**src/rtl/vng_pkg.sv**
```systemverilog
// ---------------------------------------------------------------------------
// VNG demosaic package
// Types, table constants and defaults shared by the demosaic modules.
// ---------------------------------------------------------------------------
`default_nettype none

package vng_pkg;

   localparam int MAX_WIDTH_DEF = 4096;
   localparam int MAX_HEIGHT    = 4096;
   localparam int DIM_W         = 13;
   localparam int PIX_W         = 8;
   localparam int WIN_N         = 5;
   localparam int WIN_CELLS     = 25;
   localparam int DIRS          = 8;
   localparam int GRAD_W        = 11;
   localparam int SUM_W         = 13;
   localparam int NUM_W         = 15;
   localparam int QUO_W         = 11;
   localparam int CNT_W         = 4;
   localparam int STEP_W        = 4;
   localparam logic [STEP_W-1:0] DIV_FIN_STEP = STEP_W'(QUO_W + 1);
   localparam logic [DIM_W-1:0]  WIDTH_RESET  = 13'd640;
   localparam logic [DIM_W-1:0]  HEIGHT_RESET = 13'd480;

   localparam logic [1:0] CSR_FRAME_WIDTH  = 2'd0;
   localparam logic [1:0] CSR_FRAME_HEIGHT = 2'd1;

   localparam logic [1:0] CHAN_BLUE  = 2'd0;
   localparam logic [1:0] CHAN_GREEN = 2'd1;
   localparam logic [1:0] CHAN_RED   = 2'd2;

   typedef struct packed {
      logic             mode;
      logic [PIX_W-1:0] pixel;
   } req_word_type;

   typedef struct packed {
      logic [PIX_W-1:0] blue;
      logic [PIX_W-1:0] green;
      logic [PIX_W-1:0] red;
      logic             frame_last;
   } rsp_word_type;

   typedef enum logic [2:0] {
      ST_IDLE,
      ST_SHIFT,
      ST_GRAD,
      ST_SUM,
      ST_DIV,
      ST_OUT
   } state_type;

   typedef struct packed {
      logic       load;
      logic       cfg;
      logic       shift;
      logic       grad;
      logic       sum;
      logic       div_load;
      logic       div_step;
      logic       div_fin;
      logic       out_load;
      logic [2:0] idx;
      logic [1:0] chan;
   } cmd_type;

   typedef struct packed {
      logic have;
      logic out_busy;
   } status_type;

   localparam logic [4:0] GRAD_TAB [DIRS][6][2] = '{
      '{'{7,17},'{2,12},'{6,16},'{8,18},'{1,11},'{3,13}},
      '{'{13,11},'{14,12},'{8,6},'{18,16},'{9,7},'{19,17}},
      '{'{17,7},'{22,12},'{18,8},'{16,6},'{23,13},'{21,11}},
      '{'{11,13},'{10,12},'{16,18},'{6,8},'{15,17},'{5,7}},
      '{'{8,16},'{4,12},'{7,11},'{13,17},'{3,7},'{9,13}},
      '{'{18,6},'{24,12},'{11,17},'{7,13},'{19,13},'{23,17}},
      '{'{6,18},'{0,12},'{11,17},'{7,13},'{5,11},'{1,7}},
      '{'{16,8},'{20,12},'{17,13},'{11,7},'{21,17},'{15,11}}
   };

   localparam logic [4:0] SUM_TAB [2][DIRS][3][4] = '{
      '{
         '{'{2,2,12,12},'{11,13,1,3},'{7,7,7,7}},
         '{'{14,14,12,12},'{13,13,13,13},'{9,7,19,17}},
         '{'{22,22,12,12},'{11,13,21,23},'{17,17,17,17}},
         '{'{10,10,12,12},'{11,11,11,11},'{5,7,15,17}},
         '{'{8,8,8,8},'{3,3,13,13},'{7,7,9,9}},
         '{'{18,18,18,18},'{13,13,23,23},'{17,17,19,19}},
         '{'{6,6,6,6},'{11,11,1,1},'{5,5,7,7}},
         '{'{16,16,16,16},'{11,11,21,21},'{15,15,17,17}}
      },
      '{
         '{'{7,7,7,7},'{6,6,8,8},'{12,12,2,2}},
         '{'{13,13,13,13},'{8,8,18,18},'{14,14,12,12}},
         '{'{17,17,17,17},'{18,18,16,16},'{22,22,12,12}},
         '{'{11,11,11,11},'{6,6,16,16},'{12,12,10,10}},
         '{'{7,13,3,9},'{8,8,8,8},'{12,12,4,4}},
         '{'{13,17,19,23},'{18,18,18,18},'{12,12,24,24}},
         '{'{1,5,7,11},'{6,6,6,6},'{0,0,12,12}},
         '{'{11,15,17,21},'{16,16,16,16},'{12,12,20,20}}
      }
   };

endpackage

`default_nettype wire

```
**src/rtl/vng_ctrl.sv**
```systemverilog
// ---------------------------------------------------------------------------
// VNG demosaic controller
// Sequences one word through load, window shift, gradient and sum sweeps,
// division and result hand-over.
// ---------------------------------------------------------------------------
`default_nettype none

module vng_ctrl (
   input  logic                 clock,
   input  logic                 reset,
   input  logic                 req_valid,
   output logic                 req_ready,
   input  logic                 csr_valid,
   output logic                 csr_ready,
   input  vng_pkg::status_type  status,
   output vng_pkg::cmd_type     cmd
);

   vng_pkg::state_type state_ff, state_in;
   logic [vng_pkg::STEP_W-1:0] step_ff, step_in;
   logic [1:0] chan_ff, chan_in;

   always_ff @(posedge clock) begin
      if (reset) begin
         state_ff <= vng_pkg::ST_IDLE;
         step_ff  <= '0;
         chan_ff  <= vng_pkg::CHAN_BLUE;
      end else begin
         state_ff <= state_in;
         step_ff  <= step_in;
         chan_ff  <= chan_in;
      end
   end

   always_comb begin
      state_in = state_ff;
      step_in  = step_ff;
      chan_in  = chan_ff;
      case (state_ff)
         vng_pkg::ST_IDLE: begin
            if (!csr_valid && req_valid) begin
               state_in = vng_pkg::ST_SHIFT;
            end
         end
         vng_pkg::ST_SHIFT: begin
            step_in  = '0;
            state_in = status.have ? vng_pkg::ST_GRAD : vng_pkg::ST_IDLE;
         end
         vng_pkg::ST_GRAD: begin
            if (step_ff == vng_pkg::STEP_W'(vng_pkg::DIRS - 1)) begin
               step_in  = '0;
               state_in = vng_pkg::ST_SUM;
            end else begin
               step_in = step_ff + 1'b1;
            end
         end
         vng_pkg::ST_SUM: begin
            if (step_ff == vng_pkg::STEP_W'(vng_pkg::DIRS - 1)) begin
               step_in  = '0;
               chan_in  = vng_pkg::CHAN_BLUE;
               state_in = vng_pkg::ST_DIV;
            end else begin
               step_in = step_ff + 1'b1;
            end
         end
         vng_pkg::ST_DIV: begin
            if (step_ff == vng_pkg::DIV_FIN_STEP) begin
               step_in = '0;
               if (chan_ff == vng_pkg::CHAN_RED) begin
                  state_in = vng_pkg::ST_OUT;
               end else begin
                  chan_in = chan_ff + 1'b1;
               end
            end else begin
               step_in = step_ff + 1'b1;
            end
         end
         vng_pkg::ST_OUT: begin
            if (!status.out_busy) begin
               state_in = vng_pkg::ST_IDLE;
            end
         end
         default: begin
            state_in = vng_pkg::ST_IDLE;
         end
      endcase
   end

   always_comb begin
      cmd       = '0;
      cmd.idx   = step_ff[2:0];
      cmd.chan  = chan_ff;
      csr_ready = 1'b0;
      req_ready = 1'b0;
      case (state_ff)
         vng_pkg::ST_IDLE: begin
            csr_ready = 1'b1;
            req_ready = !csr_valid;
            cmd.cfg   = csr_valid;
            cmd.load  = !csr_valid && req_valid;
         end
         vng_pkg::ST_SHIFT: cmd.shift = 1'b1;
         vng_pkg::ST_GRAD:  cmd.grad  = 1'b1;
         vng_pkg::ST_SUM:   cmd.sum   = 1'b1;
         vng_pkg::ST_DIV: begin
            cmd.div_load = (step_ff == '0);
            cmd.div_fin  = (step_ff == vng_pkg::DIV_FIN_STEP);
            cmd.div_step = (step_ff != '0) && (step_ff != vng_pkg::DIV_FIN_STEP);
         end
         vng_pkg::ST_OUT:   cmd.out_load = !status.out_busy;
         default: begin
            cmd = '0;
         end
      endcase
   end

endmodule

`default_nettype wire

```
**config.mk**
```make
export PLATFORM = sky130hd
export DESIGN_NAME = vng_ctrl
export DESIGN_NICKNAME = d
export VERILOG_FILES = /design/src/rtl/vng_pkg.sv /design/src/rtl/vng_ctrl.sv
export SDC_FILE = /design/constraint.sdc
export NUM_CORES = 1
export LEC_CHECK = 0
export BUFFER_PORTS_ARGS = -buffer_cell sky130_fd_sc_hd__buf_2
export CAP_MARGIN = 0
export CORE_ASPECT_RATIO = 1.2
export CORE_MARGIN = 4
export CORE_UTILIZATION = 44
export CTS_CLUSTER_SIZE = 20
export DETAILED_ROUTE_END_ITERATION = 16
export GPL_ROUTABILITY_DRIVEN = 0
export PLACE_DENSITY = 0.71
export REMOVE_ABC_BUFFERS = 1
export SKIP_CTS_REPAIR_TIMING = 1
export SLEW_MARGIN = 20
export SYNTH_ARGS = -nofsm -noshare
export SYNTH_HDL_FRONTEND = slang
export SYNTH_SLANG_ARGS = --single-unit
```
**constraint.sdc**
```tcl
create_clock -name clock -period 1.55 [get_ports clock]
set_input_delay 0.0775 -clock clock [delete_from_list [all_inputs] [get_ports clock]]
set_output_delay 0.0775 -clock clock [all_outputs]
set_load 0.02 [all_outputs]
```
* Word-level counts from Yosys, hierarchy flattened
Index checks and enable logic that the tools add are counted.
** Storage, ports and cells
- Bits in registers :: 9
- Word-level logic and storage cells :: 58
- Input bits :: 6
- Output and inout port bits :: 16
** Operators by class
- Add/sub/neg operators :: 2
- Mux-type cells :: 24
- Equality and inequality tests :: 16
- Reductions and logical operators :: 13
** Operators with widths (count)
- 3-bit two-way mux :: 7
- 3-bit one-hot mux with 6 select lines :: 1
- 2-bit != test, second input constant :: 7
- 4-bit one-hot mux with 3 select lines :: 1
- 2-bit two-way mux :: 5
- 4-bit two-way mux :: 2
- 3-bit by 2-bit == test with 1-bit output, second input constant :: 2
- 3-bit == test, second input constant :: 2
- 1-bit two-way mux :: 6
- 6-bit AND reduction :: 1
- 6-bit OR reduction :: 1
- 5-bit two-way mux :: 1
- 4-bit by 1-bit adder with 4-bit output, second input constant :: 1
- 4-bit by 3-bit == test with 1-bit output, second input constant :: 1
- 4-bit == test, second input constant :: 1
- 4-bit logical NOT :: 1
- 4-bit != test, second input constant :: 1
- 2-bit one-hot mux with 2 select lines :: 1
- 4-bit AND reduction :: 1
- 4-bit nonzero test :: 1
- 3-bit by 1-bit == test with 1-bit output, second input constant :: 1
- 3-bit logical NOT :: 1
- 3-bit nonzero test :: 1
- 2-bit by 1-bit adder with 2-bit output, second input constant :: 1
- 5 further kinds :: 7

* Longest topological paths before layout
Gate-level depths: netlist (run 1).
- Depth after elaboration :: 4
- Depth in mapped cells :: 6
- Gate-level depth less buffers :: 6

* Least setup slack after synthesis (run 1)
No wires, ideal clock.
- Kind :: reg2out
- From :: reg state_ff[2]
- To :: out cmd[8] (netlist bit)
- Data required time :: 1.472 ns
- Arrival time :: 1.696 ns
- Slack :: -0.223 ns
- Buffers on the path :: 2
- Cell stages (with the launch flop) :: 5
- Cells stage by stage :: dfxtp_1 buf_4 or3b_1 buf_6 nor4b_1
** RTL lines
- start: declaration :: RTL line vng_ctrl.sv:19 : vng_pkg::state_type state_ff, state_in;
- start signal: assignment :: RTL line vng_ctrl.sv:25 : state_ff <= vng_pkg::ST_IDLE;
- start signal: assignment :: RTL line vng_ctrl.sv:29 : state_ff <= state_in;
- end: declaration :: RTL line vng_ctrl.sv:16 : output vng_pkg::cmd_type cmd

==> flow_metrics.py, run 1 <==
metrics = {
    "yosys": {
        "ys_seq_area_share_pct": 26.3,
        "synth_top_area_share_pct": 26.3,
        "synthArstFlopShare_pct": 0,
        "syn-mean-instance-area_um2": 7.62,
        "synth_common_cells": "nor2_1 (12), a21oi_1 (9), dfxtp_1 (9)",
        "synth_ff_type": "dfxtp_1",
        "yosysMostFrequentCell": "nor2_1",
        "syn_inst": 90,
        "synth_top_area_cell": "dfxtp_1",
        "ys_top_cells_by_area": "dfxtp_1 (26%), a21oi_1 (6.6%), nor2_1 (6.6%)",
        "synth_enable_flop_cells": 0,
        "synth_cell_type_count": 34,
        "synth_warnings": 0,
        "syn-cell-area_um2": 686,
        "synth_seq_cells": 9,
    },
    "route": {
        "post-route-drc-count": 0,
        "vias": 724,
        "firstDrtPassIters": 4,
        "viasPerCell": 5.44,
        "ant_nets": 0,
        "avgRoutedWirePerCell_um": 12.9,
        "drt-initial-drc-count": 18,
        "drt-total-wl_um": 1710,
    },
    "pwr": {
        "vdd_drop_max_mv": 0.412,
        "powerDensity_mw_per_mm2": 648,
        "leakagePower_nw": 0.425,
        "total_power_mw": 0.590,
    },
    "timing": {
        "finalSetupViolations": 0,
        "hold_violations": 0,
        "period_share_pct": 98.0,
        "skew_ns": 0.00142,
        "worst_pin_slew_ns": 0.359,
        "fmax_mhz": 659,
        "rsz0062_at_grt": "yes",
        "relSlewSlack_pct": 76.0,
        "period_minus_slack_ns": 1.52,
        "fin_ws_ns": 0.0316,
        "slew_violations": 0,
    },
    "global_route": {
        "grt.overflow.total": 0,
        "track_usage_pct": 16.0,
        "grt_pass1_wl_um": 2770,
        "antenna_found_initial": 0,
        "grt_max_degree": 19,
        "grt_pass1_vias": 671,
    },
    "floorplan": {
        "die_x_um": 44.0,
        "row_count": 15,
        "core_area_mm2": 0.00146,
        "start_util_pct": 46.8,
        "dieArea_mm2": 0.00226,
        "io_pins": 22,
        "die_h_um": 51.2,
    },
    "place": {
        "io_buffer_count": 21,
        "dp_slack_ns": -0.00817,
        "dp_hpwl_um": 1250,
    },
    "worst_setup_path": {
        "slowest_delay_ns": 0.47,
        "critPathMaxFanout": 7,
        "cp_top_family": "simple AND/OR/NAND/NOR gates",
        "cp.depth": 3,
        "path_cells": "or3b_4 > nor4b_4 > buf_4",
        "crit_path_top_delay_cell": "or3b_4",
        "critPathLaunchType": "register",
        "critPathKind": "register to primary output",
        "rr_worst_depth": 4,
        "worst-r2r-setup-slack_ns": 0.07,
        "end_kind": "primary output",
        "critPathBufInv": 1,
        "cp.arrival_ns": 1.44,
        "cp_data_required_time_ns": 1.47,
    },
    "finish": {
        "antenna_cells": 0,
        "area_growth_pct": 32.7,
        "final_nets": 126,
        "regArea_um2": 181,
        "drive_above_1_share_pct": 35.3,
        "nFillCells": 138,
        "fin_util_pct": 62.1,
        "multi_input_area_um2": 469,
    },
    "min_path": {
        "min_path_cells": 2,
        "hold_path.class": "primary input to register",
    },
    "clock_network": {
        "clock_latency_ns": 0.26,
        "clk_pin_slew_ns": 0.06,
        "cts_tree": "built",
        "cts_max_path_buffers": 2,
        "cts.htree.levels": 1,
        "cts_buffers": 3,
        "cts_root_buffer": "clkbuf_4",
        "clock_sinks": 9,
    },
    "outcome": {
        "status": "complete, no violations",
    },
    "run": {
        "cap_violations": 0,
    },
}
-- placed cells by master (no fill, tap or decap), types with 5 or more instances in the layout --
cell / n
a21oi_1: 9
buf_2: 19
buf_4: 10
dfxtp_1: 8
inv_1: 8
nand2_1: 5
nor2_1: 12
-- state kept, by name, indices dropped and copies added (netlist names) --
name,flops
state_ff,3
step_ff,4
chan_ff,2
-- worst reg2reg max path, stage by stage, from the launching register on --
cell     delay [ns]
dfxtp_1        0.31
or3b_4         0.47
o32ai_4        0.32
mux2i_1        0.23
nor2_1         0.05
-- per-stage QoR --
stage               instances  hold WS (ns)  cell area, um2  setup TNS, ns
global placement          128         0.383             831              0
finish                    133         0.127             910              0
floorplan                  82         0.147             644          -1.22
global route              133         0.132             910        -0.0107
detailed placement        128         0.387             831       -0.00817
CTS                       132         0.117             857         -0.292
-- path summary, 6_finish.rpt --
kind	startpoint	to
setup / recovery	state_ff[0]	cmd[8]
hold / removal	reset	step_ff[1]
setup reg to reg	state_ff[0]	chan_ff[1]
hold reg to reg	chan_ff[0]	chan_ff[0]
-- where the power goes --
group          internal (mW)  leakage (nW)  total, mW  switching (mW)
registers              0.239        0.0734      0.243         0.00362
clock network         0.0994        0.0150      0.183          0.0839
logic                 0.0637         0.336      0.164           0.100
-- cell type report --
class                   count  share of cell area [%]
flip-flops and latches      9                    19.9
clock buffers               4                    2.89
inverters                   8                    3.30
well taps                  17                    2.34
multi-input cells          65                    51.6
repair buffers             30                    19.9
-- layer usage --
layer  wire [um]  global-route usage (%)
met5           0                       0
met2         887                    28.6
met1         747                    18.2
met4          12                    7.54
met3          62                    2.11
-- kinds of logic (layout without fill, tap and decap cells) --
logic type | Yosys count | count (layout) | share of synthesized area, %
xor+xnor | 2 | 2 | 2.56
simple gates | 37 | 37 | 28.1
mux | 2 | 2 | 2.92
flops | 9 | 9 | 26.3
fa+ha+maj | 3 | 3 | 5.48
buf+inv | 16 | 42 | 10.4
compound gates | 21 | 21 | 24.3
(Power assumes the default switching activity.)
==> run 2: changes to the inputs <==
--- a/config.mk
+++ b/config.mk
@@ -5,15 +5,16 @@
 export SDC_FILE = /design/constraint.sdc
 export NUM_CORES = 1
 export LEC_CHECK = 0
+export ABC_AREA = 0
 export BUFFER_PORTS_ARGS = -buffer_cell sky130_fd_sc_hd__buf_2
 export CAP_MARGIN = 0
-export CORE_ASPECT_RATIO = 1.2
 export CORE_MARGIN = 4
-export CORE_UTILIZATION = 44
+export CORE_UTILIZATION = 46
+export CTS_BUF_LIST = sky130_fd_sc_hd__clkbuf_4
 export CTS_CLUSTER_SIZE = 20
 export DETAILED_ROUTE_END_ITERATION = 16
 export GPL_ROUTABILITY_DRIVEN = 0
-export PLACE_DENSITY = 0.71
+export PLACE_DENSITY = 0.74
 export REMOVE_ABC_BUFFERS = 1
 export SKIP_CTS_REPAIR_TIMING = 1
 export SLEW_MARGIN = 20
==> run 2 against run 1 <==
Cell count decreased by 0.75%; design area increased by 2.2%; first-iteration DRC count decreased by 44%; combinational power increased by 2%; via count decreased by 1.8%; register-to-register slack got worse by 0.03 ns; worst hold slack improved by 0.0082 ns; maximum frequency decreased by 0.18%; sequential power about the same; power increased by 3.1%; critical endpoint unchanged; clock power increased by 8%.
==> flow_metrics.py, run 2 (synthesized netlist as in run 1, its figures left out) <==
metrics = {
    "outcome": {
        "status": "complete, no violations",
    },
    "timing": {
        "holdWs_ns": 0.135,
        "slew_violations": 0,
        "tns_ns": 0,
        "relSlewSlack_pct": 77.0,
        "rsz0062_at_grt": "yes",
        "finalSetupViolations": 0,
        "period_minus_slack_ns": 1.52,
        "period_share_pct": 98.1,
        "fmax_mhz": 657,
        "skew_ns": 0.000667,
        "worst_pin_slew_ns": 0.345,
        "hold_violations": 0,
    },
    "global_route": {
        "antenna_found_initial": 0,
        "grt_pass1_wl_um": 2750,
        "grt_pass1_vias": 614,
        "track_usage_pct": 17.7,
        "grt.overflow.total": 0,
        "grt_max_degree": 19,
    },
    "finish": {
        "most-common-layout-cells": "buf_2 (19), nor2_1 (12), buf_4 (11), a21oi_1 (9), inv_1 (8)",
        "antenna_cells": 0,
        "reg_top3": "step_ff x4, state_ff x3, chan_ff x2",
        "regMostFlops": "step_ff",
        "nFillCells": 124,
        "final_common_cell": "buf_2",
        "drive_above_1_share_pct": 38.5,
        "final_nets": 127,
        "fin_util_pct": 68.9,
        "largest_register_ffs": 4,
        "area_growth_pct": 35.6,
    },
    "pwr": {
        "total_power_mw": 0.608,
        "powerDensity_mw_per_mm2": 654,
        "leakagePower_nw": 0.429,
        "vdd_drop_max_mv": 0.479,
    },
    "clock_network": {
        "clock_sinks": 9,
        "clk_pin_slew_ns": 0.06,
        "cts_buffers": 3,
        "cts_max_path_buffers": 2,
        "cts_root_buffer": "clkbuf_4",
        "cts.htree.levels": 1,
        "cts_tree": "built",
        "clock_latency_ns": 0.25,
    },
    "route": {
        "drt-total-wl_um": 1650,
        "avgRoutedWirePerCell_um": 12.5,
        "viasPerCell": 5.39,
        "post-route-drc-count": 0,
        "vias": 711,
        "firstDrtPassIters": 4,
        "ant_nets": 0,
        "drt-initial-drc-count": 10,
    },
    "worst_setup_path": {
        "reg2reg_from": "state_ff[1]",
        "cp_top_family": "simple AND/OR/NAND/NOR gates",
        "rr_worst_depth": 5,
        "crit_path_top_delay_cell": "or3b_4",
        "critPathBufInv": 1,
        "critPathKind": "register to primary output",
        "slowest_delay_ns": 0.46,
        "end_kind": "primary output",
        "cp.depth": 3,
        "critPathLaunchType": "register",
        "crit_start": "state_ff[1]",
        "cp.arrival_ns": 1.44,
        "cp_data_required_time_ns": 1.47,
        "critPathMaxFanout": 7,
        "path_cells": "or3b_4 > nor4b_4 > buf_4",
    },
    "floorplan": {
        "dieArea_mm2": 0.00217,
        "io_pins": 22,
        "die_h_um": 46.6,
        "start_util_pct": 50.8,
        "row_count": 13,
        "die_x_um": 46.6,
        "core_area_mm2": 0.00135,
    },
    "place": {
        "dp_hpwl_um": 1200,
        "io_buffer_count": 21,
    },
    "min_path": {
        "worstHoldStart": "reset",
        "min_path_cells": 2,
        "hold_path.class": "primary input to register",
    },
    "run": {
        "cap_violations": 0,
    },
}
-- run 2: cell count changes in the layout (fill, tap and decap cells not counted), sizes merged --
| cell | previous run | this run |
|---|---|---|
| buf | 30 | 31 |
-- run 2: worst paths after layout --
check,to,slack [ns]
hold reg to reg,chan_ff[1],0.52
setup reg to reg,step_ff[3],0.04
hold / removal,chan_ff[1],0.14
setup / recovery,cmd[8],0.03
-- run 2: stage by stage --
step / std cells / instance area (um2) / setup WS [ns]
after floorplan: 82 / 644 / -0.431
after global placement: 126 / 828 / 0.0294
after detailed placement: 126 / 828 / -0.0221
after CTS: 130 / 858 / -0.179
after global routing: 132 / 930 / -0.0431
final: 132 / 930 / 0.0288
-- run 2: power by group --
| group | internal [mW] | leakage (nW) | switching, mW |
|---|---|---|---|
| Sequential | 0.240 | 0.0739 | 0.00395 |
| Combinational | 0.0652 | 0.336 | 0.102 |
| Clock | 0.117 | 0.0184 | 0.0807 |
-- run 2: area by class of cell --
type | count | area, um2 | area share [%]
flip-flops and latches | 9 | 183 | 19.7
well taps | 15 | 18.8 | 2.02
repair buffers | 31 | 189 | 20.3
multi-input cells | 65 | 479 | 51.5
inverters | 8 | 30.0 | 3.23
clock buffers | 4 | 30.0 | 3.23
-- run 2: layer usage --
layer / global-route usage [%] / up-vias / part of all wire, %
li1: - / 372 / -
met1: 24.9 / 319 / 48
met2: 26.6 / 18 / 45
met3: 2.73 / 2 / 6.3
met4: 6.82 / 0 / 0.36
met5: 0 / - / 0
